`src/sv/hex_world_to_pixel_defines.svh`:
```
// Assertion macros used by the hex_world_to_pixel top level.
`ifndef HEX_WORLD_TO_PIXEL_DEFINES_SVH
`define HEX_WORLD_TO_PIXEL_DEFINES_SVH

// Same-cycle implication, checked at every rising edge outside reset.
`define HWP_ASSERT_IMP(label, clk, rst_n, ante, cons, msg) \
    label: assert property (@(posedge clk) disable iff (!rst_n) (ante) |-> (cons)) \
        else $error(msg);

// Implication with a fixed delay between cause and effect.
`define HWP_ASSERT_LAT(label, clk, rst_n, ante, lat, cons, msg) \
    label: assert property (@(posedge clk) disable iff (!rst_n) (ante) |-> ##lat (cons)) \
        else $error(msg);

`endif

```
`src/sv/hwp_pkg.sv`:
```
// Types, constants and width helpers shared by the hexagon pixel lookup.
`timescale 1ns / 1ps

package hwp_pkg;

    localparam int CFG_ADDR_BITS = 5;
    localparam int APB_DATA_BITS = 32;

    localparam int GRID_BITS  = 11;
    localparam int SHIFT_BITS = 23;
    localparam int INV_BITS   = 24;

    localparam int AXES   = 3;
    localparam int AXIS_Q = 0;
    localparam int AXIS_R = 1;
    localparam int AXIS_S = 2;

    // sqrt(3) with 20 fraction bits.
    localparam int               SQRT3_BITS = 21;
    localparam int               SQRT3_FRAC = 20;
    localparam logic [SQRT3_BITS-1:0] SQRT3_Q20 = 21'd1816187;

    // floor(t / 3) == (t * DIV3_MAGIC) >> DIV3_SHIFT for every 32-bit t.
    localparam int          DIV3_SHIFT = 33;
    localparam logic [31:0] DIV3_MAGIC = 32'hAAAA_AAAB;

    typedef enum logic [2:0] {
        REG_GRID_COLUMNS     = 3'd0,
        REG_GRID_ROWS        = 3'd1,
        REG_COLUMN_SHIFT     = 3'd2,
        REG_ROW_SHIFT        = 3'd3,
        REG_INVERSE_HEX_SIZE = 3'd4
    } t_reg_idx;

    typedef struct packed {
        logic [GRID_BITS-1:0]  grid_columns;
        logic [GRID_BITS-1:0]  grid_rows;
        logic [SHIFT_BITS-1:0] column_shift;
        logic [SHIFT_BITS-1:0] row_shift;
        logic [INV_BITS-1:0]   inverse_hex_size;
    } t_cfg;

    localparam t_cfg CFG_RESET = '{
        grid_columns:     11'd300,
        grid_rows:        11'd352,
        column_shift:     23'd489062,
        row_shift:        23'd498036,
        inverse_hex_size: 24'd2270134
    };

    // Bits dropped from the position-times-scale products.
    function automatic int red_shift(input int cb);
        return (cb > 24) ? cb - 16 : 8;
    endfunction

    // Fraction bits kept in the axial numerators.
    function automatic int frac_bits(input int cb);
        return 32 - red_shift(cb);
    endfunction

    // Shifted grid position, signed.
    function automatic int offset_width(input int cb);
        return ((cb > 24) ? cb : 24) + 1;
    endfunction

    function automatic int prod_width(input int cb);
        return offset_width(cb) + INV_BITS + 1;
    endfunction

    function automatic int axial_width(input int cb);
        return prod_width(cb) - red_shift(cb);
    endfunction

    // Numerators 3q, 3r, 3s in units of 2^-FB.
    function automatic int num_width(input int cb);
        return axial_width(cb) + 3;
    endfunction

    function automatic int quot_width(input int cb);
        return num_width(cb) - frac_bits(cb);
    endfunction

    function automatic int round_width(input int cb);
        return quot_width(cb) + 1;
    endfunction

    function automatic int err_width(input int cb);
        return frac_bits(cb) + 2;
    endfunction

endpackage

```
`src/sv/hwp_regs.sv`:
```
// Configuration register file behind the APB-style port.
`timescale 1ns / 1ps

module hwp_regs import hwp_pkg::*; (
    input  logic                     i_clk,
    input  logic                     i_rst_n,
    input  logic                     psel,
    input  logic                     penable,
    input  logic                     pwrite,
    input  logic [CFG_ADDR_BITS-1:0] paddr,
    input  logic [APB_DATA_BITS-1:0] pwdata,
    output logic [APB_DATA_BITS-1:0] prdata,
    output logic                     pready,
    output t_cfg                     o_cfg
);

    t_reg_idx w_idx;
    logic     w_wr;
    t_cfg     r_cfg;
    t_cfg     n_cfg;

    assign w_idx  = t_reg_idx'(paddr[CFG_ADDR_BITS-1:2]);
    assign w_wr   = psel && penable && pwrite;
    assign pready = 1'b1;
    assign o_cfg  = r_cfg;

    always_comb begin
        n_cfg = r_cfg;
        if (w_wr) begin
            unique case (w_idx)
                REG_GRID_COLUMNS:     n_cfg.grid_columns     = pwdata[GRID_BITS-1:0];
                REG_GRID_ROWS:        n_cfg.grid_rows        = pwdata[GRID_BITS-1:0];
                REG_COLUMN_SHIFT:     n_cfg.column_shift     = pwdata[SHIFT_BITS-1:0];
                REG_ROW_SHIFT:        n_cfg.row_shift        = pwdata[SHIFT_BITS-1:0];
                REG_INVERSE_HEX_SIZE: n_cfg.inverse_hex_size = pwdata[INV_BITS-1:0];
                default: ;
            endcase
        end
    end

    always_ff @(posedge i_clk) begin
        if (!i_rst_n) begin
            r_cfg <= CFG_RESET;
        end else begin
            r_cfg <= n_cfg;
        end
    end

    always_comb begin
        unique case (w_idx)
            REG_GRID_COLUMNS:     prdata = APB_DATA_BITS'(r_cfg.grid_columns);
            REG_GRID_ROWS:        prdata = APB_DATA_BITS'(r_cfg.grid_rows);
            REG_COLUMN_SHIFT:     prdata = APB_DATA_BITS'(r_cfg.column_shift);
            REG_ROW_SHIFT:        prdata = APB_DATA_BITS'(r_cfg.row_shift);
            REG_INVERSE_HEX_SIZE: prdata = APB_DATA_BITS'(r_cfg.inverse_hex_size);
            default:              prdata = '0;
        endcase
    end

endmodule

```
`config.mk`:
```
export PLATFORM = sky130hd
export DESIGN_NAME = hwp_regs
export DESIGN_NICKNAME = d
export VERILOG_FILES = /design/src/sv/hex_world_to_pixel_defines.svh /design/src/sv/hwp_pkg.sv /design/src/sv/hwp_regs.sv
export SDC_FILE = /design/constraint.sdc
export NUM_CORES = 1
export LEC_CHECK = 0
export ABC_AREA = 1
export BUFFER_PORTS_ARGS = -buffer_cell sky130_fd_sc_hd__buf_4
export CORE_MARGIN = 1
export CORE_UTILIZATION = 50
export CTS_BUF_LIST = sky130_fd_sc_hd__clkbuf_4 sky130_fd_sc_hd__clkbuf_8 sky130_fd_sc_hd__clkbuf_16
export DETAILED_ROUTE_END_ITERATION = 16
export PLACE_DENSITY = 0.8
export SYNTH_ARGS = -nofsm -noshare
export SYNTH_HDL_FRONTEND = slang
export SYNTH_SLANG_ARGS = --single-unit
```
`constraint.sdc`:
```
create_clock -name i_clk -period 2.6 [get_ports i_clk]
set_input_delay 0.26 -clock i_clk [delete_from_list [all_inputs] [get_ports i_clk]]
set_output_delay 0.26 -clock i_clk [all_outputs]
set_load 0.03 [all_outputs]
```
==> reports/results.ini <==
[outcome]
outcome=complete, no violations

[detailed_routing]
wirelength_mm=13.0
routed.top_layer=met4
wl_met3_mm=1.10
met2_length_mm=6.00
detail_route.first_pass.iterations=6
drt_iter0_drc=247
drt-vias-per-instance=5.16
wl_met1_mm=5.64
ant_nets=0
drcViolationCount=0
avgRoutedWirePerCell_um=14.2
via_count=4719

[die]
start_util_pct=51.9
placementRows=34
die_y_um=97.1
die-area_mm2=0.00943
num_io_pins=167
core_mm2=0.00872
die_x_um=97.1

[sta]
setup_violations=0
clock_skew_ns=0
fin_ws_ns=0.777
finalCritPeriodShare_pct=70.1
fin_crit_ns=1.82
tightest_slew_ns=0.954
slew_violations=0
max_clock_freq_mhz=549
rsz0062_at_grt=no
finalSetupTns_ns=0
max-slew-margin-rel_pct=36.4
hold_viol=0

[critical_path]
critPathLaunchType=input port
path_max_fanout=33
critPathRequiredTime_ns=2.34
critPathBufInv=5
critPathMostFrequentCell=nand2_1
cp.arrival_ns=1.56
path_cells=buf_4 > inv_6 > nand3_4 > inv_2 > nand2_1 > nand2_1 > inv_1 > nand2_1 > buf_4
cp_slowest_cell=inv_2
end_kind=primary output
cp_top_family=buffers and inverters
crit_type=in -> out
cpPeakStageDelay_ns=0.30

[grt]
grt_pass1_wl_mm=21.1
grt_pass1_vias=4274
antenna_found_initial=0
grt_max_degree=93
grt_usage_pct=27.8
grt_overflow=0

[placement]
dp_cells=898
gp_congestion=0.854
portBuffers=147
dp_hpwl_mm=8.72
preCtsSetupSlack_ns=0.593

[cts]
cts_tree=built
htreeDepth=3
post_cts_buffers=0
cts_resized=0
clkSlewWorstSetupHoldPaths_ns=0.09
root_buffer=clkbuf_8
clock-sinks=92
clkLatencyLatePin_ns=0.36
numCtsBuffers=9
cts_max_path_buffers=2
hold_buffers=0

[power_and_ir_drop]
p_comb_share_pct=14.8
p_leak_nw=2.92
clkPwrFrac_pct=34.3
vdd_drop_max_uv=331
internal-power_w=0.00202
netSwitchingFraction_pct=28.7
p_switching_w=0.000814
p_per_area_mw_per_mm2=500
p_seq_share_pct=50.9

[yosys]
yosysSeqAreaShare_pct=40.7
ys_ff_latch=92
synth_area_leaders=dfxtp_1 41%, nand2_1 20%, nand3_1 12%, nor2_1 10%, buf_4 3.0%
syn_inst=684
syn_area_mm2=0.00452
yosys_warnings=0
ys_types=22
synth_top_area_cell=dfxtp_1
synth_area_per_cell_um2=6.61
yosysTopAreaCellShare_pct=40.7

[job]
cap_violations=0

[min_path]
hp-class=in -> reg

[cells_and_area]
stdcell_count=914
largest_register_ffs=92
drive_above_1_share_pct=23.3
insertedDiodeCount=0
fin_nets=843
syn2layout_area_growth_pct=25.3

## final timing paths
kind / startpoint / end / slack, ns / cells after the start
worst max-delay path: paddr[4] / prdata[2] / 0.78 / 9
worst min-delay path: pwdata[10] / o_cfg[57] / 0.12 / 3
worst max register to register: o_cfg[48] / o_cfg[48] / 1.94 / 2
worst min register to register: o_cfg[56] / o_cfg[56] / 0.49 / 2
## tightest hold or removal path, cell delays in order
cell     delay, ns
buf_4         0.09
nand2_1       0.04
nand3_1       0.06
## power by group through the flow
| stage | clock (W) | combinational [W] | sequential (W) |
|---|---|---|---|
| 2_1_floorplan | 0 | 0.000256 | 0.00151 |
| 3_3_place_gp | 0 | 0.000413 | 0.00147 |
| 3_5_place_dp | 0 | 0.000419 | 0.00148 |
| 4_1_cts | 0.000975 | 0.000420 | 0.00144 |
| 5_1_grt | 0.00104 | 0.000455 | 0.00145 |
| 6_report | 0.000972 | 0.000421 | 0.00144 |
## per-layer routing
metal	vias up	track usage (%)
li1	2346	-
met5	-	0
met3	21	6.33
met4	0	10.2
met1	2131	37.0
met2	221	43.9
## cell usage in the layout (no fill, tap or decap)
master and n:
clkinv_2 3, nand3_1 108, clkbuf_4 2, nor2_8 3
buf_4 150, nand4_1 16, nand2_1 237, clkinvlp_4 1
nand2_4 1, dfxtp_1 92, nor2_4 3, clkbuf_8 9
nand3_2 2, conb_1 9, inv_6 1, nor2_2 3
inv_1 35, nand3_4 2, bufinv_16 1, nor2_1 121
nand2_2 2, inv_2 3, inv_4 2
## kinds of logic (layout without fill, tap and decap cells)
kind of cell	after synthesis	in the layout	share of synthesized area [%]
simple gates	498	498	48.1
flops	92	92	40.7
buf+inv	92	207	11.0
other cells	2	9	0.166
## cell usage after synthesis (all sizes together)
cell type    n
dfxtp       92
inv         41
nand4       16
conb         2
clkbuf       5
buf         46
nor2       130
nand2      240
nand3      112
## area by class of cell
| type | count | area (um^2) |
|---|---|---|
| sequential | 92 | 1840 |
| multi-input combinational | 507 | 2210 |
| timing repair buffer | 150 | 1130 |
| clock buffer | 11 | 139 |
| tap | 108 | 135 |
| fill | 814 | 3050 |
| inverter | 41 | 164 |
| clock inverter | 5 | 52.6 |
## metrics by stage
| step | hold slack [ns] | total power, W | utilization (%) | area [um^2] |
|---|---|---|---|---|
| floorplan | 0.386 | 0.00176 | - | 4550 |
| global placement | 0.466 | 0.00189 | 62.8 | 5480 |
| detailed placement | 0.472 | 0.00189 | 62.8 | 5480 |
| CTS | 0.121 | 0.00284 | 65.0 | 5670 |
| global route | 0.122 | 0.00294 | 65.0 | 5670 |
| finish | 0.115 | 0.00284 | 65.0 | 5670 |
(Power assumes the default switching activity.)
