==> src/sv/hex_world_to_pixel_defines.svh <==
// Assertion macros used by the hex_world_to_pixel top level.
`ifndef HEX_WORLD_TO_PIXEL_DEFINES_SVH
`define HEX_WORLD_TO_PIXEL_DEFINES_SVH

// Same-cycle implication, checked at every rising edge outside reset.
`define HWP_ASSERT_IMP(label, clk, rst_n, ante, cons, msg) \
    label: assert property (@(posedge clk) disable iff (!rst_n) (ante) |-> (cons)) \
        else $error(msg);

// Implication with a fixed delay between cause and effect.
`define HWP_ASSERT_LAT(label, clk, rst_n, ante, lat, cons, msg) \
    label: assert property (@(posedge clk) disable iff (!rst_n) (ante) |-> ##lat (cons)) \
        else $error(msg);

`endif

==> src/sv/hwp_pkg.sv <==
// Types, constants and width helpers shared by the hexagon pixel lookup.
`timescale 1ns / 1ps

package hwp_pkg;

    localparam int CFG_ADDR_BITS = 5;
    localparam int APB_DATA_BITS = 32;

    localparam int GRID_BITS  = 11;
    localparam int SHIFT_BITS = 23;
    localparam int INV_BITS   = 24;

    localparam int AXES   = 3;
    localparam int AXIS_Q = 0;
    localparam int AXIS_R = 1;
    localparam int AXIS_S = 2;

    // sqrt(3) with 20 fraction bits.
    localparam int               SQRT3_BITS = 21;
    localparam int               SQRT3_FRAC = 20;
    localparam logic [SQRT3_BITS-1:0] SQRT3_Q20 = 21'd1816187;

    // floor(t / 3) == (t * DIV3_MAGIC) >> DIV3_SHIFT for every 32-bit t.
    localparam int          DIV3_SHIFT = 33;
    localparam logic [31:0] DIV3_MAGIC = 32'hAAAA_AAAB;

    typedef enum logic [2:0] {
        REG_GRID_COLUMNS     = 3'd0,
        REG_GRID_ROWS        = 3'd1,
        REG_COLUMN_SHIFT     = 3'd2,
        REG_ROW_SHIFT        = 3'd3,
        REG_INVERSE_HEX_SIZE = 3'd4
    } t_reg_idx;

    typedef struct packed {
        logic [GRID_BITS-1:0]  grid_columns;
        logic [GRID_BITS-1:0]  grid_rows;
        logic [SHIFT_BITS-1:0] column_shift;
        logic [SHIFT_BITS-1:0] row_shift;
        logic [INV_BITS-1:0]   inverse_hex_size;
    } t_cfg;

    localparam t_cfg CFG_RESET = '{
        grid_columns:     11'd300,
        grid_rows:        11'd352,
        column_shift:     23'd489062,
        row_shift:        23'd498036,
        inverse_hex_size: 24'd2270134
    };

    // Bits dropped from the position-times-scale products.
    function automatic int red_shift(input int cb);
        return (cb > 24) ? cb - 16 : 8;
    endfunction

    // Fraction bits kept in the axial numerators.
    function automatic int frac_bits(input int cb);
        return 32 - red_shift(cb);
    endfunction

    // Shifted grid position, signed.
    function automatic int offset_width(input int cb);
        return ((cb > 24) ? cb : 24) + 1;
    endfunction

    function automatic int prod_width(input int cb);
        return offset_width(cb) + INV_BITS + 1;
    endfunction

    function automatic int axial_width(input int cb);
        return prod_width(cb) - red_shift(cb);
    endfunction

    // Numerators 3q, 3r, 3s in units of 2^-FB.
    function automatic int num_width(input int cb);
        return axial_width(cb) + 3;
    endfunction

    function automatic int quot_width(input int cb);
        return num_width(cb) - frac_bits(cb);
    endfunction

    function automatic int round_width(input int cb);
        return quot_width(cb) + 1;
    endfunction

    function automatic int err_width(input int cb);
        return frac_bits(cb) + 2;
    endfunction

endpackage

==> src/sv/hwp_round.sv <==
// Three-lane rounding pipeline: nearest integer of n / (3 * 2^FB) and its rounding error.
`timescale 1ns / 1ps

module hwp_round import hwp_pkg::*; #(
    parameter int COORD_BITS = 24
) (
    input  logic                                      i_clk,
    input  logic                                      i_rst_n,
    input  logic                                      i_valid,
    input  logic signed [num_width(COORD_BITS)-1:0]   i_num [AXES],
    output logic                                      o_valid,
    output logic signed [round_width(COORD_BITS)-1:0] o_round [AXES],
    output logic [err_width(COORD_BITS)-1:0]          o_err [AXES]
);

    localparam int NW = num_width(COORD_BITS);
    localparam int FB = frac_bits(COORD_BITS);
    localparam int TW = quot_width(COORD_BITS);
    localparam int RW = round_width(COORD_BITS);
    localparam int EW = err_width(COORD_BITS);

    // Half of one rounding unit, 1.5 * 2^FB.
    localparam logic [NW-1:0] HALF_N = NW'(3) << (FB - 1);
    localparam logic [EW-1:0] HALF_E = EW'(3) << (FB - 1);

    logic r_v5;
    logic r_v6;
    logic r_v7;

    always_ff @(posedge i_clk) begin
        if (!i_rst_n) begin
            r_v5 <= 1'b0;
            r_v6 <= 1'b0;
            r_v7 <= 1'b0;
        end else begin
            r_v5 <= i_valid;
            r_v6 <= r_v5;
            r_v7 <= r_v6;
        end
    end

    assign o_valid = r_v7;

    for (genvar k = 0; k < AXES; k++) begin : g_lane
        logic [NW-1:0]        w_m;
        logic [TW-1:0]        r_t;
        logic [FB-1:0]        r_low5;
        logic                 r_neg5;
        logic [63:0]          w_prod;
        logic [TW-1:0]        r_q;
        logic [1:0]           r_tlo;
        logic [FB-1:0]        r_low6;
        logic                 r_neg6;
        logic [1:0]           w_3q;
        logic [1:0]           w_rem3;
        logic [EW-1:0]        w_rem;
        logic signed [RW-1:0] w_qs;
        logic signed [RW-1:0] r_round;
        logic [EW-1:0]        r_err;

        // Magnitude plus half a unit, in one add or subtract.
        assign w_m = i_num[k][NW-1] ? HALF_N - NW'(i_num[k]) : NW'(i_num[k]) + HALF_N;

        assign w_prod = 64'(r_t) * 64'(DIV3_MAGIC);

        // The remainder of m by 3 * 2^FB is (t mod 3) * 2^FB plus the low bits.
        assign w_3q   = r_q[1:0] + {r_q[0], 1'b0};
        assign w_rem3 = r_tlo - w_3q;
        assign w_rem  = {w_rem3, r_low6};
        assign w_qs   = $signed({1'b0, r_q});

        always_ff @(posedge i_clk) begin
            r_t     <= w_m[NW-1:FB];
            r_low5  <= w_m[FB-1:0];
            r_neg5  <= i_num[k][NW-1];
            r_q     <= w_prod[DIV3_SHIFT +: TW];
            r_tlo   <= r_t[1:0];
            r_low6  <= r_low5;
            r_neg6  <= r_neg5;
            r_round <= r_neg6 ? -w_qs : w_qs;
            r_err   <= (w_rem >= HALF_E) ? w_rem - HALF_E : HALF_E - w_rem;
        end

        assign o_round[k] = r_round;
        assign o_err[k]   = r_err;
    end

endmodule

==> config.mk <==
export PLATFORM = sky130hd
export DESIGN_NAME = hwp_round
export DESIGN_NICKNAME = d
export VERILOG_FILES = /design/src/sv/hex_world_to_pixel_defines.svh /design/src/sv/hwp_pkg.sv /design/src/sv/hwp_round.sv
export SDC_FILE = /design/constraint.sdc
export NUM_CORES = 2
export LEC_CHECK = 0
export BUFFER_PORTS_ARGS = -buffer_cell sky130_fd_sc_hd__buf_4
export CORE_MARGIN = 2
export CORE_UTILIZATION = 30
export DETAILED_ROUTE_END_ITERATION = 8
export PLACE_DENSITY = 0.57
export SYNTH_ARGS = -nofsm -noshare
export SYNTH_HDL_FRONTEND = slang
export SYNTH_SLANG_ARGS = --single-unit
==> constraint.sdc <==
create_clock -name i_clk -period 7.35 [get_ports i_clk]
set_input_delay 0.735 -clock i_clk [delete_from_list [all_inputs] [get_ports i_clk]]
set_output_delay 0.735 -clock i_clk [all_outputs]
set_load 0.02 [all_outputs]
==> results.md <==
* Status: completed
* RSZ-0062 raised after global routing: false
* Initial Util at a little under a third
* Clock Tree Buf Depth at 3
* Starting DRC count in detailed routing at between 1k and 1.5k
* Setup violations, final at 0
* Largest net degree at the start of global routing at 64
* Mux share of post-synthesis cell area at less than 1%
* Drt pass-1 iters at 5
* I/O Buffers at between 200 and 300
* Commonest non-fill, non-tap cell in the layout: inv_1
* Fill cells at around 12k
* Library cells used by synthesis at 81
* Synthesized area at between 0.03 and 0.04 sq mm
* Critical Path RT at between 7 and 8 ns
* R2r setup slk at approximately 0.42 ns
* WL final at between 80000 and 90000 um
* Initial antenna violation count at 2
* Synth warn at 0
* Synth Instances at approximately 3.7k
* XOR/XNOR Fraction of Synth Area at 7.67%
* Sequential share of the synthesized area at 23.5%
* Synth Area in Compound Gates at about 10%
* Startpoint types: flip-flop
* Yosys top cell by area: dfxtp_1
* Critical path class: reg -> reg
* Slew Limit Headroom at between 20% and 30%
* # nets final at approximately 5.1k
* Top cell type's share of synthesized area at 23.5%
* TNS Setup at 0 ns
* Die Height at about 350 um
* Syn Area/Cell at 9.87 sq um
* Mapped Nets at 4788
* Slew Limit Fails at 0
* Post-synthesis adder-cell area fraction at approximately two fifths
* Hold Path Class: in -> reg
* Crit Path Max Fanout at 5
* First-pass GRT wire length at around 140000 um
* Worst slack at placement at around 0.18 ns
* Worst-Skew Late Latency at between 0.6 and 0.7 ns
* TritonCTS Buffers at 51
* Post-route ant nets at 0
* TritonCTS clock tree: built
* Worst Path Arrival at 7.40 ns
* Worst Slack Setup Final at between 0.4 and 0.5 ns
* Die ar. at 0.124 sq mm
* Clock Root Buffer: clkbuf_16
* Overall routing resource usage at around 14%
* Routed vias at ~25k
* Gp weighted congestion at a little under 0.9
* Share of layout cells above drive strength 1 at 10.3%
* Worst slew pin tran at approximately 1.1 ns
* Detailed placement HPWL at 72100 um
* Fin crit share at a little over nine tenths
* Final cell count without fillers at 5621
* Simple-gate share of the synthesized area at under 10%
* Vias per cell at between 4 and 5
* CTS clk-pin slew, worst paths at 0.06 ns
* Number of global-route vias before repair at 26.4k
* Placed Cells at approximately 5.5k
* Flop and latch count out of synthesis at between 400 and 500
* Core area at 0.120 sq mm
* Clock sinks at ~430
* Chip width at between 300 and 400 um
* FFs w/ async S/R, synth at 0%
* Cell Rows at between 100 and 150
* Commonest non-fill, non-tap cells in the layout: inv_1, ha_1, dfxtp_1
* Mean routed wirelength per cell at approximately 15 um
* Max Freq at 144 MHz
* Final Skew at just over 0.05 ns
* Main combinational cell family by area after synthesis: adder cells
* H-tree Lvls at 2
* Ys flop type: dfxtp_1
* IO Count at approximately 280
* Gr ovfl total at 0
* Total of max-cap violations at 0
* Setup crit end kind: flip-flop
* Post-synth EDFFs at 0
* # DRC at 0
* Top cells by area, synth: dfxtp_1, fa_1, ha_1
* Final Hold Viols at 0
* Area delta synth->final at 16.1%
* Fin crit period at about 7 ns
## state kept, by name, summed over array words and instances (netlist names)
| register | flops |
|---|---|
| g_lane.r_err | 78 |
| g_lane.r_low5 | 72 |
| g_lane.r_low6 | 72 |
| g_lane.r_round | 66 |
| g_lane.r_t | 63 |
| g_lane.r_q | 60 |
| g_lane.r_tlo | 6 |
| g_lane.r_neg5 | 3 |
| g_lane.r_neg6 | 3 |
| o_valid | 1 |
| r_v5 | 1 |
| r_v6 | 1 |
## cell families after synthesis
| family | after synthesis |
|---|---|
| adder cells (fa/ha/maj) | 973 |
| buffers and inverters | 806 |
| AND/OR/NAND/NOR | 582 |
| AO/OA/AOI/OAI | 573 |
| flip-flops | 426 |
| XOR/XNOR | 318 |
| multiplexers | 2 |
## cells in the mapped netlist (6+ instances only)
cell type / instances
o21bai_1: 10
a21o_1: 61
fa_1: 405
nor3b_1: 12
nor2_1: 105
and4_1: 8
o21ai_0: 129
o21a_1: 13
inv_1: 750
nand4_1: 25
o211ai_1: 8
or4_1: 26
nand3b_1: 6
o41ai_1: 27
nor3_1: 39
ha_1: 565
or3_1: 25
nor4_1: 23
xnor2_1: 225
a31oi_1: 25
nand2b_1: 32
a2111oi_0: 7
nand3_1: 65
or2_2: 8
a211oi_1: 11
xor2_1: 93
and3_1: 16
dfxtp_1: 426
a21oi_1: 157
a41oi_1: 6
nor2b_1: 23
clkbuf_1: 49
and2_1: 11
o31ai_1: 53
o22ai_1: 8
nand2_1: 137
## layer usage
metal | up-vias | share of wire [%] | track usage [%]
met5 | - | 0 | 0
met4 | 0 | 2.3 | 3.53
met3 | 101 | 4.3 | 2.09
met2 | 468 | 47 | 23.1
met1 | 12100 | 46 | 18.2
li1 | 12700 | - | -
## area by class of cell
class	instances	area, sq um	area share, %
clock inverters	33	458	1.09
multi-input cells	2448	24800	58.8
flip-flops and latches	426	8530	20.2
diodes	1	2.50	0.00594
clock buffers	63	1390	3.30
repair buffers	288	2160	5.13
inverters	750	2820	6.68
well taps	1612	2020	4.78
## worst max-delay path, stage by stage, from the launching register on
cell and delay (ns):
dfxtp_1 0.39, ha_1 0.29, fa_1 0.58, inv_1 0.08, fa_1 0.58, fa_2 0.66
inv_1 0.13, fa_1 0.54, inv_1 0.05, fa_1 0.50, inv_1 0.05, fa_1 0.45
ha_1 0.34, nand3_1 0.12, nor2_1 0.20, nand4_1 0.11, or3_1 0.43, a2111o_1 0.55
a221oi_2 0.38, a31oi_1 0.16, xnor2_1 0.15
## per-stage QoR
step	instance area, sq um	hold slack [ns]	util, %
CTS	42100	0.161	35.1
global placement	40300	0.310	33.6
global route	42200	0.184	35.1
floorplan	36300	0.310	-
detailed placement	40300	0.312	33.6
finish	42200	0.224	35.1
## final timing paths
kind	start	end	cells past startpoint
max	g_lane[0].r_t[17]	g_lane[0].r_q[19]	20
min	i_num[90]	g_lane[0].r_low5[0]	1
max reg2reg	g_lane[0].r_t[17]	g_lane[0].r_q[19]	20
min reg2reg	g_lane[1].r_low5[16]	g_lane[1].r_low6[16]	0
## what timing repair did
action                                  CTS  global route
endpoints found under the setup margin    0            18
setup buffers                             0             0
hold buffers                              0             0
gates resized for setup                   0            10
Power is not shown: default switching activity piles up to over one toggle a cycle in this logic, so the estimate is an artifact.
