`config.mk`:
```
export PLATFORM = sky130hd
export DESIGN_NAME = hwp_select
export DESIGN_NICKNAME = d
export VERILOG_FILES = /design/src/sv/hex_world_to_pixel_defines.svh /design/src/sv/hwp_pkg.sv /design/src/sv/hwp_select.sv
export SDC_FILE = /design/constraint.sdc
export NUM_CORES = 1
export LEC_CHECK = 0
export BUFFER_PORTS_ARGS = -buffer_cell sky130_fd_sc_hd__buf_2
export CELL_PAD_IN_SITES_DETAIL_PLACEMENT = 2
export CELL_PAD_IN_SITES_GLOBAL_PLACEMENT = 2
export CORE_MARGIN = 2
export CORE_UTILIZATION = 27
export CTS_CLUSTER_SIZE = 30
export DETAILED_ROUTE_END_ITERATION = 16
export PLACE_DENSITY_LB_ADDON = 0.1
export SYNTH_ARGS = -nofsm -noshare
export SYNTH_HDL_FRONTEND = slang
export SYNTH_SLANG_ARGS = --single-unit
export TNS_END_PERCENT = 50
```
`constraint.sdc`:
```
create_clock -name i_clk -period 4.5 [get_ports i_clk]
set_input_delay 0.9 -clock i_clk [delete_from_list [all_inputs] [get_ports i_clk]]
set_output_delay 0.9 -clock i_clk [all_outputs]
set_load 0.01 [all_outputs]
```
`src/sv/hex_world_to_pixel_defines.svh`:
```
// Assertion macros used by the hex_world_to_pixel top level.
`ifndef HEX_WORLD_TO_PIXEL_DEFINES_SVH
`define HEX_WORLD_TO_PIXEL_DEFINES_SVH

// Same-cycle implication, checked at every rising edge outside reset.
`define HWP_ASSERT_IMP(label, clk, rst_n, ante, cons, msg) \
    label: assert property (@(posedge clk) disable iff (!rst_n) (ante) |-> (cons)) \
        else $error(msg);

// Implication with a fixed delay between cause and effect.
`define HWP_ASSERT_LAT(label, clk, rst_n, ante, lat, cons, msg) \
    label: assert property (@(posedge clk) disable iff (!rst_n) (ante) |-> ##lat (cons)) \
        else $error(msg);

`endif

```
`src/sv/hwp_pkg.sv`:
```
// Types, constants and width helpers shared by the hexagon pixel lookup.
`timescale 1ns / 1ps

package hwp_pkg;

    localparam int CFG_ADDR_BITS = 5;
    localparam int APB_DATA_BITS = 32;

    localparam int GRID_BITS  = 11;
    localparam int SHIFT_BITS = 23;
    localparam int INV_BITS   = 24;

    localparam int AXES   = 3;
    localparam int AXIS_Q = 0;
    localparam int AXIS_R = 1;
    localparam int AXIS_S = 2;

    // sqrt(3) with 20 fraction bits.
    localparam int               SQRT3_BITS = 21;
    localparam int               SQRT3_FRAC = 20;
    localparam logic [SQRT3_BITS-1:0] SQRT3_Q20 = 21'd1816187;

    // floor(t / 3) == (t * DIV3_MAGIC) >> DIV3_SHIFT for every 32-bit t.
    localparam int          DIV3_SHIFT = 33;
    localparam logic [31:0] DIV3_MAGIC = 32'hAAAA_AAAB;

    typedef enum logic [2:0] {
        REG_GRID_COLUMNS     = 3'd0,
        REG_GRID_ROWS        = 3'd1,
        REG_COLUMN_SHIFT     = 3'd2,
        REG_ROW_SHIFT        = 3'd3,
        REG_INVERSE_HEX_SIZE = 3'd4
    } t_reg_idx;

    typedef struct packed {
        logic [GRID_BITS-1:0]  grid_columns;
        logic [GRID_BITS-1:0]  grid_rows;
        logic [SHIFT_BITS-1:0] column_shift;
        logic [SHIFT_BITS-1:0] row_shift;
        logic [INV_BITS-1:0]   inverse_hex_size;
    } t_cfg;

    localparam t_cfg CFG_RESET = '{
        grid_columns:     11'd300,
        grid_rows:        11'd352,
        column_shift:     23'd489062,
        row_shift:        23'd498036,
        inverse_hex_size: 24'd2270134
    };

    // Bits dropped from the position-times-scale products.
    function automatic int red_shift(input int cb);
        return (cb > 24) ? cb - 16 : 8;
    endfunction

    // Fraction bits kept in the axial numerators.
    function automatic int frac_bits(input int cb);
        return 32 - red_shift(cb);
    endfunction

    // Shifted grid position, signed.
    function automatic int offset_width(input int cb);
        return ((cb > 24) ? cb : 24) + 1;
    endfunction

    function automatic int prod_width(input int cb);
        return offset_width(cb) + INV_BITS + 1;
    endfunction

    function automatic int axial_width(input int cb);
        return prod_width(cb) - red_shift(cb);
    endfunction

    // Numerators 3q, 3r, 3s in units of 2^-FB.
    function automatic int num_width(input int cb);
        return axial_width(cb) + 3;
    endfunction

    function automatic int quot_width(input int cb);
        return num_width(cb) - frac_bits(cb);
    endfunction

    function automatic int round_width(input int cb);
        return quot_width(cb) + 1;
    endfunction

    function automatic int err_width(input int cb);
        return frac_bits(cb) + 2;
    endfunction

endpackage

```
`src/sv/hwp_select.sv`:
```
// Cube correction, even-row offset conversion and the grid bounds check.
`timescale 1ns / 1ps

module hwp_select import hwp_pkg::*; #(
    parameter int COORD_BITS = 24,
    parameter int INDEX_BITS = 10
) (
    input  logic                                      i_clk,
    input  logic                                      i_rst_n,
    input  logic                                      i_valid,
    input  logic signed [round_width(COORD_BITS)-1:0] i_round [AXES],
    input  logic [err_width(COORD_BITS)-1:0]          i_err [AXES],
    input  t_cfg                                      i_cfg,
    output logic                                      o_valid,
    output logic [INDEX_BITS-1:0]                     o_pixel_column,
    output logic [INDEX_BITS-1:0]                     o_pixel_row,
    output logic                                      o_out_of_grid
);

    localparam int RW = round_width(COORD_BITS);
    localparam int XW = RW + 1;
    localparam int CW = XW + 2;

    localparam logic signed [CW-1:0] IDX_LIM = CW'(1) << INDEX_BITS;

    // Stage 8: recompute the axis with the largest rounding error.
    logic signed [XW-1:0] w_rq;
    logic signed [XW-1:0] w_rr;
    logic signed [XW-1:0] w_rs;
    logic signed [XW-1:0] n_fq;
    logic signed [XW-1:0] n_fr;
    logic signed [XW-1:0] r_fq;
    logic signed [XW-1:0] r_fr;
    logic                 r_v8;

    // Stage 9: offset coordinates and bounds.
    logic signed [XW:0]   w_sum;
    logic signed [XW-1:0] w_adj;
    logic signed [CW-1:0] w_col;
    logic signed [CW-1:0] w_row;
    logic signed [CW-1:0] w_col_in;
    logic signed [CW-1:0] w_row_in;
    logic signed [CW-1:0] w_col_cap;
    logic signed [CW-1:0] w_row_cap;
    logic                 w_outside;
    logic                 r_v9;
    logic [INDEX_BITS-1:0] r_col;
    logic [INDEX_BITS-1:0] r_row;
    logic                  r_out;

    assign w_rq = XW'(i_round[AXIS_Q]);
    assign w_rr = XW'(i_round[AXIS_R]);
    assign w_rs = XW'(i_round[AXIS_S]);

    always_comb begin
        n_fq = w_rq;
        n_fr = w_rr;
        priority if (i_err[AXIS_Q] > i_err[AXIS_R] && i_err[AXIS_Q] > i_err[AXIS_S]) begin
            n_fq = -w_rr - w_rs;
        end else if (i_err[AXIS_R] > i_err[AXIS_S]) begin
            n_fr = -w_rq - w_rs;
        end else begin
            n_fq = w_rq;
        end
    end

    // column = q + (r + (r & 1)) / 2; the sum is even, so the shift is exact.
    assign w_sum = (XW + 1)'(r_fr) + $signed({{XW{1'b0}}, r_fr[0]});
    assign w_adj = $signed(w_sum[XW:1]);
    assign w_col = CW'(r_fq) + CW'(w_adj);
    assign w_row = CW'(r_fr);

    assign w_col_in  = $signed(CW'(i_cfg.grid_columns));
    assign w_row_in  = $signed(CW'(i_cfg.grid_rows));
    assign w_col_cap = (w_col_in > IDX_LIM) ? IDX_LIM : w_col_in;
    assign w_row_cap = (w_row_in > IDX_LIM) ? IDX_LIM : w_row_in;

    assign w_outside = (w_col < 0) || (w_col >= w_col_cap)
                    || (w_row < 0) || (w_row >= w_row_cap);

    always_ff @(posedge i_clk) begin
        if (!i_rst_n) begin
            r_v8 <= 1'b0;
            r_v9 <= 1'b0;
        end else begin
            r_v8 <= i_valid;
            r_v9 <= r_v8;
        end
    end

    always_ff @(posedge i_clk) begin
        r_fq  <= n_fq;
        r_fr  <= n_fr;
        r_out <= w_outside;
        r_col <= w_outside ? '0 : w_col[INDEX_BITS-1:0];
        r_row <= w_outside ? '0 : w_row[INDEX_BITS-1:0];
    end

    assign o_valid        = r_v9;
    assign o_pixel_column = r_col;
    assign o_pixel_row    = r_row;
    assign o_out_of_grid  = r_out;

endmodule

```
==> summary.md <==
| Metric | Value |
|---|---|
| Kind of critical path | flip-flop to flip-flop |
| Top FF cell, synth | dfxtp_1 |
| Clk slew on worst S/H paths | 60 ps |
| Synth top area cells | ha_1, dfxtp_1, inv_1 |
| Status | finished with violations |
| Final nets | 1,799 |
| CP Launch Type | flip-flop |
| Violated checks | negative setup slack |
| PnR worst setup slack | -206.3 ps |
| DRC viols | 0 |
| Synth Net Count | 1,541 |
| Num CTS Buffers | 9 |
| Final hold violations | 0 |
| Cell Area, Synth | 0.008733 sq mm |
| Leakage | 5.887 nW |
| Die Ht | 183.9 um |
| I/O pin count | 261 |
| Core Box Area | 0.03172 sq mm |
| Crit path max-delay family | compound AO/OA/AOI/OAI gates |
| Routed Antenna Nets | 0 |
| Clk buf depth | 2 |
| R2r setup slk | -210 ps |
| Dpl hpwl | 27.52 mm |
| Crit path buf inv count | 2 |
| Vias in the first global route | 9,827 |
| Peak VDD IR | 0.0001724 V |
| DIE AREA | 0.03380 sq mm |
| Async S/R FF share, synth | 0% |
| GR Layer Usage met1 | 22.58% |
| Count leader, synth | ha_1 |
| Minimum clock period after layout | 4706 ps |
| Hold depth | 1 |
| First-pass GRT wire length | 49.97 mm |
| Gr usage total | 18.73% |
| Syn. warnings | 0 |
| Sum Neg Setup Slack | -3891 ps |
| Initial DRC Count | 188 |
| CTS tree | built |
| Rows | 65 |
| Worst Tran Pin Value | 728.8 ps |
| Rel. slew slack | 50.16% |
| Routed via count | 8,707 |
| Post-synth top cells | ha_1, inv_1, nand2_1 |
| CTS Sinks | 69 |
| Slew Viols, Final | 0 |
| Wire length per cell | 17.65 um |
| Root Driver | clkbuf_16 |
| WHS | 448.1 ps |
| CP max FO | 10 |
| Worst path cell trace | ha_4, ha_4, fa_2, a211oi_4, o21ai_2, nand2_1, nand2b_1, a21o_1, a21o_1, a21oi_2, xnor2_1, ha_1, a222oi_1, o2111ai_1, nor4_1, nand4_1, a311oi_1, nand4_1, nor4_4, buf_4, buf_6, and4_1 |
| Crit end category | flip-flop |
| Finished Layout Cells | 1,758 |
| CP max stage cell | fa_2 |
| Total congestion overflow | 0 |
| Final wirelength | 31.03 mm |
| Worst-Skew Late Latency | 340 ps |
| Area Overhead vs Synth | 27.89% |
| Design area | 0.01117 sq mm |
| Fin crit share | 104.6% |
| Gate Count Post-Synth | 1,088 |
| Placed cell areas | 0.01061 sq mm |
| WP data required | 4780 ps |
| GPL Wtd Cong | 0.8319 |
| Die W | 183.9 um |
| Met2 usage | 35.03% |
| FF-to-FF path depth | 22 |
| Synth top area share | 30.23% |
| Fmax | 212.5 MHz |
| Post-synth top area cell | ha_1 |
| # port buffers | 190 |
| Worst slack at placement | -449.1 ps |
| Antenna violations before repair | 11 |
| Sequential share of the synthesized area | 15.82% |
| Final setup violation count | 21 |
| Unrepaired setup endpoints after global routing | yes |
| Met3 Usage GRT | 3.269% |
| CP arrival | 4980 ps |
| Placed Cells | 1,726 |
| Initial Util | 27.53% |
| Post-DR vias/cell | 4.953 |
| Pwr per Cell Area | 319.4 mW/mm^2 |
| Global route hottest layer | met2 |
| CP peak stage delay | 370 ps |
| Max-cap violation count | 0 |
| Largest net degree at the start of global routing | 39 |
| Type of the most critical hold path | flip-flop to flip-flop |
| Hold buffers post-CTS | 0 |
| Distinct cells, synth | 59 |
| Share of post-route cells with drive strength above 1 | 23.46% |
| DR pass1 iterations | 4 |
| Post-synth EDFFs | 0 |
| Number of cells on the critical path | 22 |
| Synth Register Bits | 69 |
| Skew final | 8.566 ps |
| H-Tree Depth | 3 |
| Mean Syn Cell Area | 8.027 sq um |
==> logic make-up (layout without fill, tap and decap cells) <==
kind of cell    Yosys count  after routing  synth area share [%]
simple gates            292            292                 17.44
mux                      15             15                 1.820
fa+ha+maj               214            214                 30.92
xor+xnor                 63             63                 6.318
compound gates          277            277                 20.86
other cells               0              5                     0
flops                    69             69                 15.82
buf+inv                 158            421                 6.834
==> stage by stage <==
stage          power (W)  utilization [%]
6_report        0.003568            35.22
5_1_grt         0.003897            35.19
4_1_cts         0.003592            35.02
3_5_place_dp    0.002709            33.44
3_3_place_gp    0.002661            33.44
2_1_floorplan   0.001967                -
==> what timing repair did <==
| action | in CTS | in global routing |
|---|---|---|
| pin swaps | 25 | 18 |
| resized for setup | 30 | 9 |
| buffers inserted | 8 | 1 |
| endpoints found under the setup margin | 21 | 21 |
| cloned | 2 | 0 |
==> path summary, 6_finish.rpt <==
path,from,endpoint
worst max-delay path,r_fr[1],o_pixel_row[0]
worst min-delay path,r_v8,o_valid
worst max register to register,r_fr[1],o_pixel_row[0]
worst min register to register,r_v8,o_valid
==> flip-flops by register name, summed over array words and instances, names as in the netlist <==
name and count:
o_out_of_grid 1, o_pixel_column 10, o_pixel_row 10, o_valid 1, r_fq 23, r_fr 23
r_v8 1
==> routing by layer <==
metal / up-vias / routed length [um]
met2: 143 / 15530
li1: 4463 / -
met3: 28 / 1178
met4: 10 / 310
met1: 4063 / 13940
met5: - / 66
==> layout make-up <==
type                       count  area [sq um]
fill                        3754         20550
multi-input combinational    861          6902
timing repair buffer         263          1506
sequential                    69          1389
inverter                     142         533.0
tap                          402         503.0
clock buffer                   9         225.2
clock inverter                 7         98.84
antenna                        5         12.51
==> cells in the final DEF, fill, tap and decap left out, drive strengths merged, types with 4 or more instances in the layout <==
| cell | count |
|---|---|
| a2111oi | 5 |
| a211o | 6 |
| a211oi | 17 |
| a21o | 46 |
| a21oi | 48 |
| a221o | 4 |
| a31oi | 11 |
| and2 | 5 |
| and3 | 8 |
| and4 | 25 |
| buf | 263 |
| clkbuf | 9 |
| clkinv | 5 |
| dfxtp | 69 |
| diode | 5 |
| ha | 211 |
| inv | 141 |
| mux2 | 7 |
| mux2i | 8 |
| nand2 | 94 |
| nand2b | 9 |
| nand3 | 24 |
| nand4 | 29 |
| nor2 | 43 |
| nor2b | 14 |
| nor3 | 13 |
| nor3b | 4 |
| nor4 | 8 |
| o2111ai | 4 |
| o211ai | 8 |
| o21a | 18 |
| o21ai | 73 |
| o21bai | 6 |
| o31ai | 8 |
| or2 | 4 |
| or3 | 5 |
| or4 | 5 |
| xnor2 | 44 |
| xor2 | 19 |
==> where the power goes <==
part	internal (W)	switching [W]	total [W]
Clock	0.000487	0.000275	0.000762
Combinational	0.000953	0.00110	0.00205
Sequential	0.000684	0.0000690	0.000753
==> worst register-to-register path, stage by stage, from the launching register on <==
cell	delay [ps]
dfxtp_2	330
ha_4	240
ha_4	160
fa_2	370
a211oi_4	290
o21ai_2	100
nand2_1	110
nand2b_1	70
a21o_1	170
a21o_1	170
a21oi_2	130
xnor2_1	140
ha_1	270
a222oi_1	270
o2111ai_1	160
nor4_1	350
nand4_1	130
a311oi_1	260
nand4_1	170
nor4_4	230
buf_4	180
buf_6	140
and4_1	190
Power figures use the tool's default switching activity.
